--- src/hw/rtl/i2c_master_bit_sequencer_defines.svh ---
// Assertion macros shared by the I2C master bit sequencer RTL.
// Each macro expects clk_i and rst_ni in the scope where it is used.
`ifndef I2C_MASTER_BIT_SEQUENCER_DEFINES_SVH
`define I2C_MASTER_BIT_SEQUENCER_DEFINES_SVH

// Property that holds in the same cycle.
`define I2CMS_ASSERT(lbl, prop, msg) \
  lbl: assert property (@(posedge clk_i) disable iff (!rst_ni) (prop)) else $error(msg);

// Property whose consequent holds in the cycle after the antecedent.
`define I2CMS_ASSERT_NEXT(lbl, ante, cons, msg) \
  lbl: assert property (@(posedge clk_i) disable iff (!rst_ni) (ante) |=> (cons)) \
    else $error(msg);

`endif

--- src/hw/rtl/i2cms_pkg.sv ---
// Types, codes and phase tables of the I2C master bit sequencer.
// Used by every RTL module of the block; depends on nothing.
package i2cms_pkg;

  typedef enum logic [2:0] {
    OpStart   = 3'd0,
    OpStop    = 3'd1,
    OpSend    = 3'd2,
    OpRead    = 3'd3,
    OpWaitAck = 3'd4,
    OpAck     = 3'd5,
    OpNack    = 3'd6,
    OpProbe   = 3'd7
  } op_e;

  typedef enum logic [4:0] {
    PhIdle  = 5'd0,
    PhStA   = 5'd1,
    PhStB   = 5'd2,
    PhStC   = 5'd3,
    PhStEnd = 5'd4,
    PhTxA   = 5'd5,
    PhTxB   = 5'd6,
    PhTxC   = 5'd7,
    PhTxD   = 5'd8,
    PhRxA   = 5'd9,
    PhRxB   = 5'd10,
    PhRxC   = 5'd11,
    PhWaA   = 5'd12,
    PhWaB   = 5'd13,
    PhWaC   = 5'd14,
    PhWaD   = 5'd15,
    PhSpA   = 5'd16,
    PhSpB   = 5'd17,
    PhAkA   = 5'd18,
    PhAkB   = 5'd19,
    PhAkC   = 5'd20,
    PhAkD   = 5'd21
  } phase_e;

  localparam int unsigned DelayWidth = 12;
  localparam logic [DelayWidth-1:0] DelayReset = 12'd10;
  localparam logic [3:0] BitsPerByte = 4'd8;
  localparam logic [3:0] LastBit = 4'd7;

  typedef struct packed {
    logic       cmd_valid;
    logic [2:0] operation;
    logic [7:0] write_data;
    logic       sda_line;
  } in_item_t;

  typedef struct packed {
    logic       scl_level;
    logic       sda_level;
    logic       busy_res;
    logic       done_res;
    logic [7:0] read_byte;
    logic       ack_missing;
    logic       rejected;
  } out_item_t;

  function automatic phase_e first_phase(op_e op);
    phase_e ph;
    case (op)
      OpStart:   ph = PhStA;
      OpStop:    ph = PhSpA;
      OpSend:    ph = PhTxA;
      OpRead:    ph = PhRxA;
      OpWaitAck: ph = PhWaA;
      OpAck:     ph = PhAkA;
      OpNack:    ph = PhAkA;
      OpProbe:   ph = PhStA;
      default:   ph = PhIdle;
    endcase
    return ph;
  endfunction

  function automatic phase_e next_phase(phase_e ph);
    phase_e nx;
    case (ph)
      PhStA:   nx = PhStB;
      PhStB:   nx = PhStC;
      PhStC:   nx = PhStEnd;
      PhTxA:   nx = PhTxB;
      PhTxB:   nx = PhTxC;
      PhTxC:   nx = PhTxD;
      PhRxA:   nx = PhRxB;
      PhRxB:   nx = PhRxC;
      PhWaA:   nx = PhWaB;
      PhWaB:   nx = PhWaC;
      PhWaC:   nx = PhWaD;
      PhSpA:   nx = PhSpB;
      PhAkA:   nx = PhAkB;
      PhAkB:   nx = PhAkC;
      PhAkC:   nx = PhAkD;
      default: nx = PhIdle;
    endcase
    return nx;
  endfunction

endpackage

--- src/hw/rtl/i2c_master_bit_sequencer.sv ---
// Top level of the I2C master bit sequencer.
// Instantiates i2cms_in_stage, i2cms_core and i2cms_out_stage; uses i2cms_pkg.
//
// Each input transaction is one bus tick and gives exactly one result transaction.
// A tick enters the input register, the sequencer state is updated by one level of
// logic from there into the result register, and a new tick is taken every cycle
// while the output is not stalled, so the sustained rate is then one tick per clock.
// The delay register sets how many ticks each bus phase lasts; the user must write it
// through the configuration port only while idle, which the block does not enforce.
module i2c_master_bit_sequencer (
  input  logic                 clk_i,
  input  logic                 rst_ni,
  input  logic                 cfg_valid_i,
  input  logic [11:0]          cfg_data_i,
  output logic                 cfg_ready_o,
  input  logic                 in_valid_i,
  input  i2cms_pkg::in_item_t  in_item_i,
  output logic                 in_stall_o,
  output logic                 out_valid_o,
  output i2cms_pkg::out_item_t out_item_o,
  input  logic                 out_stall_i
);

  logic                 in_full, out_room, run;
  i2cms_pkg::in_item_t  item;
  i2cms_pkg::out_item_t result;

  assign cfg_ready_o = 1'b1;
  assign run         = in_full && out_room;

  i2cms_in_stage u_in_stage (
    .clk_i      (clk_i),
    .rst_ni     (rst_ni),
    .in_valid_i (in_valid_i),
    .in_item_i  (in_item_i),
    .in_stall_o (in_stall_o),
    .take_i     (run),
    .full_o     (in_full),
    .item_o     (item)
  );

  i2cms_core u_core (
    .clk_i       (clk_i),
    .rst_ni      (rst_ni),
    .cfg_valid_i (cfg_valid_i && cfg_ready_o),
    .cfg_data_i  (cfg_data_i),
    .run_i       (run),
    .item_i      (item),
    .result_o    (result)
  );

  i2cms_out_stage u_out_stage (
    .clk_i       (clk_i),
    .rst_ni      (rst_ni),
    .load_i      (run),
    .result_i    (result),
    .room_o      (out_room),
    .out_valid_o (out_valid_o),
    .out_item_o  (out_item_o),
    .out_stall_i (out_stall_i)
  );

endmodule

--- src/hw/rtl/i2cms_in_stage.sv ---
// Input register of the I2C master bit sequencer.
// Holds one tick transaction until the core consumes it; uses i2cms_pkg.
module i2cms_in_stage (
  input  logic                clk_i,
  input  logic                rst_ni,
  input  logic                in_valid_i,
  input  i2cms_pkg::in_item_t in_item_i,
  output logic                in_stall_o,
  input  logic                take_i,
  output logic                full_o,
  output i2cms_pkg::in_item_t item_o
);

  logic                full_q, full_d;
  i2cms_pkg::in_item_t item_q;
  logic                load;

  assign in_stall_o = full_q && !take_i;
  assign load       = in_valid_i && !in_stall_o;

  always_comb begin
    full_d = full_q;
    if (load) begin
      full_d = 1'b1;
    end else if (take_i) begin
      full_d = 1'b0;
    end
  end

  always_ff @(posedge clk_i or negedge rst_ni) begin
    if (!rst_ni) begin
      full_q <= 1'b0;
    end else begin
      full_q <= full_d;
    end
  end

  always_ff @(posedge clk_i) begin
    if (load) begin
      item_q <= in_item_i;
    end
  end

  assign full_o = full_q;
  assign item_o = item_q;

endmodule

--- src/hw/rtl/i2cms_core.sv ---
// Bus sequencer state machine of the I2C master bit sequencer.
// Uses i2cms_pkg and the assertion macros of i2c_master_bit_sequencer_defines.svh.
`include "i2c_master_bit_sequencer_defines.svh"

module i2cms_core (
  input  logic                  clk_i,
  input  logic                  rst_ni,
  input  logic                  cfg_valid_i,
  input  logic [11:0]           cfg_data_i,
  input  logic                  run_i,
  input  i2cms_pkg::in_item_t   item_i,
  output i2cms_pkg::out_item_t  result_o
);

  logic [11:0]       delay_q;
  i2cms_pkg::op_e    cur_op_q, cur_op_d;
  i2cms_pkg::phase_e phase_q, phase_d;
  logic [3:0]        bit_q, bit_d;
  logic [7:0]        shift_q, shift_d;
  logic [11:0]       wait_q, wait_d;
  logic              scl_q, scl_d;
  logic              sda_q, sda_d;
  logic              ack_q, ack_d;
  logic              busy_q, busy_d;
  logic [7:0]        last_read_q, last_read_d;

  logic              start, fire, step, done, rejected;
  logic [11:0]       wait_dec;
  i2cms_pkg::op_e    op_eff;
  i2cms_pkg::phase_e exec_ph, res_ph;
  logic              finish, abort, clr_bit, latch_read;

  always_comb begin
    start    = run_i && !busy_q && item_i.cmd_valid;
    wait_dec = wait_q - 12'd1;
    fire     = run_i && busy_q && (wait_dec == 12'd0);
    step     = start || fire;
    op_eff   = start ? i2cms_pkg::op_e'(item_i.operation) : cur_op_q;
    exec_ph  = start ? i2cms_pkg::first_phase(op_eff) : phase_q;
    res_ph     = exec_ph;
    finish     = 1'b0;
    abort      = 1'b0;
    clr_bit    = 1'b0;
    latch_read = 1'b0;
    case (exec_ph)
      i2cms_pkg::PhStEnd: begin
        if (op_eff == i2cms_pkg::OpProbe) begin
          res_ph  = i2cms_pkg::PhTxA;
          clr_bit = 1'b1;
        end else begin
          finish = 1'b1;
        end
      end
      i2cms_pkg::PhTxD: begin
        if (bit_q < i2cms_pkg::BitsPerByte) begin
          res_ph = i2cms_pkg::PhTxA;
        end else if (op_eff == i2cms_pkg::OpProbe) begin
          res_ph = i2cms_pkg::PhWaA;
        end else begin
          finish = 1'b1;
        end
      end
      i2cms_pkg::PhRxC: begin
        if (bit_q < i2cms_pkg::BitsPerByte) begin
          res_ph = i2cms_pkg::PhRxA;
        end else begin
          latch_read = 1'b1;
          finish     = 1'b1;
        end
      end
      i2cms_pkg::PhWaD: begin
        if (op_eff == i2cms_pkg::OpProbe) begin
          res_ph = i2cms_pkg::PhSpA;
        end else begin
          finish = 1'b1;
        end
      end
      i2cms_pkg::PhSpB, i2cms_pkg::PhAkD: begin
        finish = 1'b1;
      end
      default: begin
        if (!(exec_ph inside {i2cms_pkg::PhStA, i2cms_pkg::PhStB, i2cms_pkg::PhStC,
                              i2cms_pkg::PhTxA, i2cms_pkg::PhTxB, i2cms_pkg::PhTxC,
                              i2cms_pkg::PhRxA, i2cms_pkg::PhRxB, i2cms_pkg::PhWaA,
                              i2cms_pkg::PhWaB, i2cms_pkg::PhWaC, i2cms_pkg::PhSpA,
                              i2cms_pkg::PhAkA, i2cms_pkg::PhAkB, i2cms_pkg::PhAkC})) begin
          abort = 1'b1;
        end
      end
    endcase
  end

  always_comb begin
    phase_d  = phase_q;
    busy_d   = busy_q;
    wait_d   = wait_q;
    cur_op_d = cur_op_q;
    done     = 1'b0;
    if (run_i && busy_q) begin
      wait_d = wait_dec;
    end
    if (start) begin
      cur_op_d = op_eff;
    end
    if (step) begin
      if (finish) begin
        phase_d = i2cms_pkg::PhIdle;
        busy_d  = 1'b0;
        done    = 1'b1;
      end else if (abort) begin
        phase_d = i2cms_pkg::PhIdle;
        busy_d  = 1'b0;
      end else begin
        phase_d = i2cms_pkg::next_phase(res_ph);
        busy_d  = 1'b1;
        wait_d  = (delay_q == 12'd0) ? 12'd1 : delay_q;
      end
    end
  end

  always_comb begin
    shift_d     = start ? item_i.write_data : shift_q;
    bit_d       = (start || (step && clr_bit)) ? 4'd0 : bit_q;
    scl_d       = scl_q;
    sda_d       = sda_q;
    ack_d       = ack_q;
    last_read_d = last_read_q;
    rejected    = run_i && busy_q && item_i.cmd_valid;
    if (step) begin
      if (latch_read) begin
        last_read_d = shift_q;
      end
      if (exec_ph == i2cms_pkg::PhSpB) begin
        sda_d = 1'b1;
      end
      if (exec_ph == i2cms_pkg::PhAkD && op_eff == i2cms_pkg::OpAck) begin
        sda_d = 1'b1;
      end
      if (!finish && !abort) begin
        case (res_ph)
          i2cms_pkg::PhStA: begin
            sda_d = 1'b1;
            scl_d = 1'b1;
          end
          i2cms_pkg::PhStB: sda_d = 1'b0;
          i2cms_pkg::PhStC: scl_d = 1'b0;
          i2cms_pkg::PhTxA: sda_d = shift_d[7];
          i2cms_pkg::PhTxB: scl_d = 1'b1;
          i2cms_pkg::PhTxC: begin
            scl_d = 1'b0;
            if (bit_d == i2cms_pkg::LastBit) begin
              sda_d = 1'b1;
            end
            shift_d = {shift_d[6:0], 1'b0};
            bit_d   = bit_d + 4'd1;
          end
          i2cms_pkg::PhRxA: begin
            shift_d = {shift_d[6:0], 1'b0};
            scl_d   = 1'b1;
          end
          i2cms_pkg::PhRxB: begin
            if (item_i.sda_line) begin
              shift_d[0] = 1'b1;
            end
            scl_d = 1'b0;
            bit_d = bit_d + 4'd1;
          end
          i2cms_pkg::PhWaA: sda_d = 1'b1;
          i2cms_pkg::PhWaB: scl_d = 1'b1;
          i2cms_pkg::PhWaC: begin
            ack_d = item_i.sda_line;
            scl_d = 1'b0;
          end
          i2cms_pkg::PhSpA: begin
            sda_d = 1'b0;
            scl_d = 1'b1;
          end
          i2cms_pkg::PhAkA: sda_d = (op_eff == i2cms_pkg::OpNack);
          i2cms_pkg::PhAkB: scl_d = 1'b1;
          i2cms_pkg::PhAkC: scl_d = 1'b0;
          default: ;
        endcase
      end
    end
  end

  always_ff @(posedge clk_i or negedge rst_ni) begin
    if (!rst_ni) begin
      delay_q     <= i2cms_pkg::DelayReset;
      cur_op_q    <= i2cms_pkg::OpStart;
      phase_q     <= i2cms_pkg::PhIdle;
      bit_q       <= 4'd0;
      shift_q     <= 8'd0;
      wait_q      <= 12'd0;
      scl_q       <= 1'b1;
      sda_q       <= 1'b1;
      ack_q       <= 1'b0;
      busy_q      <= 1'b0;
      last_read_q <= 8'd0;
    end else begin
      if (cfg_valid_i) begin
        delay_q <= cfg_data_i;
      end
      cur_op_q    <= cur_op_d;
      phase_q     <= phase_d;
      bit_q       <= bit_d;
      shift_q     <= shift_d;
      wait_q      <= wait_d;
      scl_q       <= scl_d;
      sda_q       <= sda_d;
      ack_q       <= ack_d;
      busy_q      <= busy_d;
      last_read_q <= last_read_d;
    end
  end

  always_comb begin
    result_o.scl_level   = scl_d;
    result_o.sda_level   = sda_d;
    result_o.busy_res    = busy_d;
    result_o.done_res    = done;
    result_o.read_byte   = last_read_d;
    result_o.ack_missing = ack_d;
    result_o.rejected    = rejected;
  end

  `I2CMS_ASSERT(idle_phase_when_free, !busy_q -> (phase_q == i2cms_pkg::PhIdle), "Free with phase set")
  `I2CMS_ASSERT(wait_nonzero_when_busy, busy_q -> (wait_q != 12'd0), "Busy with empty delay count")
  `I2CMS_ASSERT(done_clears_busy, done -> !busy_d, "Sequence done but still busy")
  `I2CMS_ASSERT_NEXT(cmd_starts_sequence, start, busy_q, "Accepted command did not start")

endmodule

--- src/hw/rtl/i2cms_out_stage.sv ---
// Result register of the I2C master bit sequencer.
// Holds one result transaction until the receiver takes it; uses i2cms_pkg.
module i2cms_out_stage (
  input  logic                 clk_i,
  input  logic                 rst_ni,
  input  logic                 load_i,
  input  i2cms_pkg::out_item_t result_i,
  output logic                 room_o,
  output logic                 out_valid_o,
  output i2cms_pkg::out_item_t out_item_o,
  input  logic                 out_stall_i
);

  logic                 full_q, full_d;
  i2cms_pkg::out_item_t item_q;

  assign room_o = !full_q || !out_stall_i;

  always_comb begin
    full_d = full_q;
    if (load_i) begin
      full_d = 1'b1;
    end else if (!out_stall_i) begin
      full_d = 1'b0;
    end
  end

  always_ff @(posedge clk_i or negedge rst_ni) begin
    if (!rst_ni) begin
      full_q <= 1'b0;
    end else begin
      full_q <= full_d;
    end
  end

  always_ff @(posedge clk_i) begin
    if (load_i) begin
      item_q <= result_i;
    end
  end

  assign out_valid_o = full_q;
  assign out_item_o  = item_q;

endmodule

--- config.mk ---
export PLATFORM = sky130hd
export DESIGN_NAME = i2c_master_bit_sequencer
export DESIGN_NICKNAME = d
export VERILOG_FILES = /design/src/hw/rtl/i2cms_pkg.sv /design/src/hw/rtl/i2c_master_bit_sequencer.sv /design/src/hw/rtl/i2cms_in_stage.sv /design/src/hw/rtl/i2cms_core.sv /design/src/hw/rtl/i2cms_out_stage.sv
export VERILOG_INCLUDE_DIRS = /design/src /design/src/hw/rtl
export SDC_FILE = /design/constraint.sdc
export NUM_CORES = 1
export LEC_CHECK = 0
export BUFFER_PORTS_ARGS = -buffer_cell sky130_fd_sc_hd__buf_4
export CAP_MARGIN = 40
export CORE_ASPECT_RATIO = 1.25
export CORE_MARGIN = 5
export CORE_UTILIZATION = 55
export CTS_BUF_LIST = sky130_fd_sc_hd__clkbuf_4
export DETAILED_ROUTE_END_ITERATION = 12
export HOLD_SLACK_MARGIN = 0.05
export PLACE_DENSITY = 0.75
export SLEW_MARGIN = 25
export SYNTH_ARGS = -nofsm -noshare
export SYNTH_HDL_FRONTEND = slang
export SYNTH_SLANG_ARGS = --single-unit
--- constraint.sdc ---
create_clock -name clk_i -period 8.3 [get_ports clk_i]
set_clock_uncertainty 0.2 [all_clocks]
set_input_delay 0.83 -clock clk_i [delete_from_list [all_inputs] [get_ports clk_i]]
set_output_delay 0.83 -clock clk_i [all_outputs]
set_load 0.005 [all_outputs]
==> impl_metrics.py <==
metrics = {
    "timing": {
        "tightest_slew_ns": 0.683,
        "min_period_over_period_pct": 66.5,
        "final.min_clock_period_ns": 5.52,
        "clock.fmax_ghz": 0.181,
        "slew_viol_final": 0,
        "tns_ns": 0,
        "slew_headroom_pct": 54.2,
        "grt_setup_unrepaired": "false",
        "hold_viol": 0,
        "setup_viol": 0,
    },
    "run": {
        "drv_cap": 0,
    },
    "floorplan": {
        "initial_core_util_pct": 55.7,
        "die_area_um2": 10600,
        "rows": 38,
        "coreArea_um2": 8560,
        "dieHeight_um": 114,
        "ios": 47,
        "die_width_um": 93.3,
    },
    "logic_synthesis": {
        "syn_inst": 449,
        "yosysSeqAreaShare_pct": 47.6,
        "synth_edf_count": 27,
        "synth_cell_types": 79,
        "syn_nets": 491,
        "ys.flop_type": "dfrtp_1",
        "synth_area_per_cell_um2": 10.6,
        "async_reset_ff_share_pct": 68.2,
        "netlist_area_um2": 4760,
        "yosys_warnings": 0,
        "ys_seq_elements": 85,
    },
    "worst_setup_path": {
        "path_cells": "buf_4 -> a21bo_1 -> inv_2 -> nand2_1 -> nand2_1 -> nand2_1 -> ha_1 -> nor4b_1 -> o22ai_1 -> o32ai_1 -> nand2_1 -> a21oi_1 -> ha_1 -> nand3_1 -> a21oi_4 -> mux4_1",
        "cp.arrival_ns": 5.63,
        "crit_top_cell": "nand2_1",
        "cp_max_fo": 27,
        "r2r_setup_slack_ns": 2.86,
        "cp_num_buf_inv": 2,
        "max_stage_delay_ns": 0.61,
        "critPathSlowestCell": "mux4_1",
        "critical-path-top-delay-family": "simple AND/OR/NAND/NOR gates",
        "crit_required_ns": 8.41,
        "critPathKind": "input pin to flip-flop",
        "endpoint_kind": "flip-flop",
        "cp-start-kind": "input pin",
    },
    "global_routing": {
        "grt_pass1_vias": 3757,
        "grt_max_degree": 59,
        "antenna_found_initial": 0,
        "grt_pass1_wl_um": 18500,
        "overflow": 0,
        "grt_use_total_pct": 22.2,
    },
    "min_path": {
        "hold_class": "flip-flop to flip-flop",
    },
    "clock_network": {
        "clock-root-buffer": "clkbuf_4",
        "cts_tree": "built",
        "clkLatencyLatePin_ns": 0.45,
        "clk_pin_slew_ns": 0.15,
        "htreeDepth": 3,
        "clock_path_buffers": 2,
        "cts_made_buffers": 9,
        "cts_sinks": 85,
    },
    "layout": {
        "area_growth_pct": 11.8,
        "utilization_pct": 62.3,
        "insertedDiodeCount": 0,
        "drive_gt1_share_pct": 21.7,
        "fill_cells": 693,
        "layout_commonest_cell": "dfrtp_1",
        "final_nets": 530,
        "final_cell_mix": "54 x dfrtp_1, 52 x nand2_1, 47 x buf_4, 34 x o21ai_0, 27 x edfxtp_1",
    },
    "detailed_routing": {
        "ant_nets": 0,
        "top_layer_used": "met4",
        "firstDrtPassIters": 7,
        "met1_length_um": 4530,
        "drt_iter0_markers": 185,
        "drc_errors": 0,
        "vias": 3687,
        "wl_met3_um": 538,
        "post_drt_via_cell_ratio": 6.22,
        "wl_met2_um": 5560,
        "routed_wl_um": 10900,
        "wl_per_cell_um": 18.4,
    },
    "place": {
        "portBuffers": 45,
        "place_hpwl_um": 7980,
        "gp_congestion": 0.915,
    },
    "power_and_ir_drop": {
        "ir_drop_v": 0.000142,
        "leakage_nw": 2.14,
        "p_per_area_nw_per_um2": 251,
    },
    "run_status": {
        "status": "finished, final reports clean",
    },
}
## report_power, final
group	switching [mW]	internal, mW	leakage (nW)
Sequential	0.0926	0.522	0.986
Clock	0.153	0.0945	0.0827
Combinational	0.266	0.210	1.07
Total	0.511	0.826	2.14
## kinds of logic after synthesis
kind of cell | Yosys count | synth area share (%)
xor gates and xnor gates | 15 | 2.76
DFF | 85 | 47.6
muxes | 37 | 10.7
other | 1 | 0.0787
AOI/OAI and AO/OA | 106 | 15.2
adders and majority gates | 12 | 3.15
and+or+nand+nor | 154 | 17.0
buffers and inverters | 39 | 3.52
## layout make-up
class | count | area [µm²] | area share, %
Tap cell | 100 | 125 | 2.35
Sequential cell | 85 | 2270 | 42.6
Multi-Input combinational cell | 325 | 2330 | 43.7
Inverter | 16 | 60.1 | 1.13
Timing Repair Buffer | 51 | 405 | 7.61
Clock buffer | 9 | 67.6 | 1.27
Clock inverter | 7 | 72.6 | 1.36
## cell usage after synthesis (4+ instances only)
cell,count,share of area [%]
and3_1,6,0.79
mux2i_1,7,1.5
nand3_1,10,1.1
a21oi_1,16,1.7
nand4_1,4,0.53
ha_1,12,3.2
nor2_1,16,1.3
clkbuf_1,14,1.1
o21ai_0,34,3.6
edfxtp_1,27,17
inv_1,14,1.1
nor2b_1,4,0.53
o22ai_1,6,0.79
mux4_1,6,3.3
nand2_1,52,4.1
xnor2_1,11,2.0
nor4_1,10,1.3
and2_1,8,1.1
xor2_1,4,0.74
buf_2,4,0.42
mux2_2,23,5.4
nor3_1,13,1.4
dfstp_2,4,2.2
nand2b_1,8,1.1
dfrtp_1,54,28
## path summary, 6_finish.rpt
kind                                                     start                        endpoint  cells after the start
max                                                out_stall_i     u_core.shift_q[2]$_DFF_PN0_                     16
min                             u_core.cur_op_q[0]$_DFFE_PN0N_  u_core.cur_op_q[0]$_DFFE_PN0N_                      2
max reg2reg                u_out_stage.out_valid_o$_DFFE_PN0P_     u_core.shift_q[2]$_DFF_PN0_                     15
min in group asynchronous                               rst_ni  u_core.cur_op_q[1]$_DFFE_PN0N_                      2
max in group asynchronous                               rst_ni   u_core.delay_q[3]$_DFFE_PN1P_                      3
min reg2reg                     u_core.cur_op_q[0]$_DFFE_PN0N_  u_core.cur_op_q[0]$_DFFE_PN0N_                      2
## flip-flops by register name, indices dropped and copies added (netlist names), 3 cells and up
signal / cells
u_core.shift_q: 8
u_core.last_read_q: 8
u_core.delay_q: 12
u_out_stage.out_item_o: 14
u_core.wait_q: 12
u_core.phase_q: 5
u_core.bit_q: 4
u_core.cur_op_q: 3
u_in_stage.item_o: 13
## metal layers
layer  up-vias  track usage, %
li1       1750               -
met1      1785            28.0
met2       122            37.3
met3        30            4.34
met4         0            9.19
met5         -               0
## worst register-to-register path: stages (launching register included)
cell,delay (ns)
dfrtp_1,0.43
a21bo_1,0.30
inv_2,0.45
nand2_1,0.46
nand2_1,0.21
nand2_1,0.11
ha_1,0.29
nor4b_1,0.45
o22ai_1,0.14
o32ai_1,0.37
nand2_1,0.10
a21oi_1,0.29
ha_1,0.35
nand3_1,0.19
a21oi_4,0.36
mux4_1,0.61
## repair_timing
item,4_1_cts,5_1_grt
endpoints found under the hold margin,0,6
resized for setup,0,0
hold buffers,0,1
endpoints found under the setup margin,0,0
buffers inserted,0,0
## per-stage QoR
stage	cells	hold slack [ns]	power, mW	setup WS, ns	area, µm²
after detailed placement	573	0.260	1.08	2.21	5130
after global placement	573	0.267	1.07	2.38	5130
after CTS	589	0.235	1.33	2.68	5280
after floorplan	449	0.240	0.950	3.18	4760
after global routing	593	0.306	1.43	2.34	5330
final	593	0.296	1.34	2.78	5330
No activity file was read; power rests on OpenSTA's default activity.
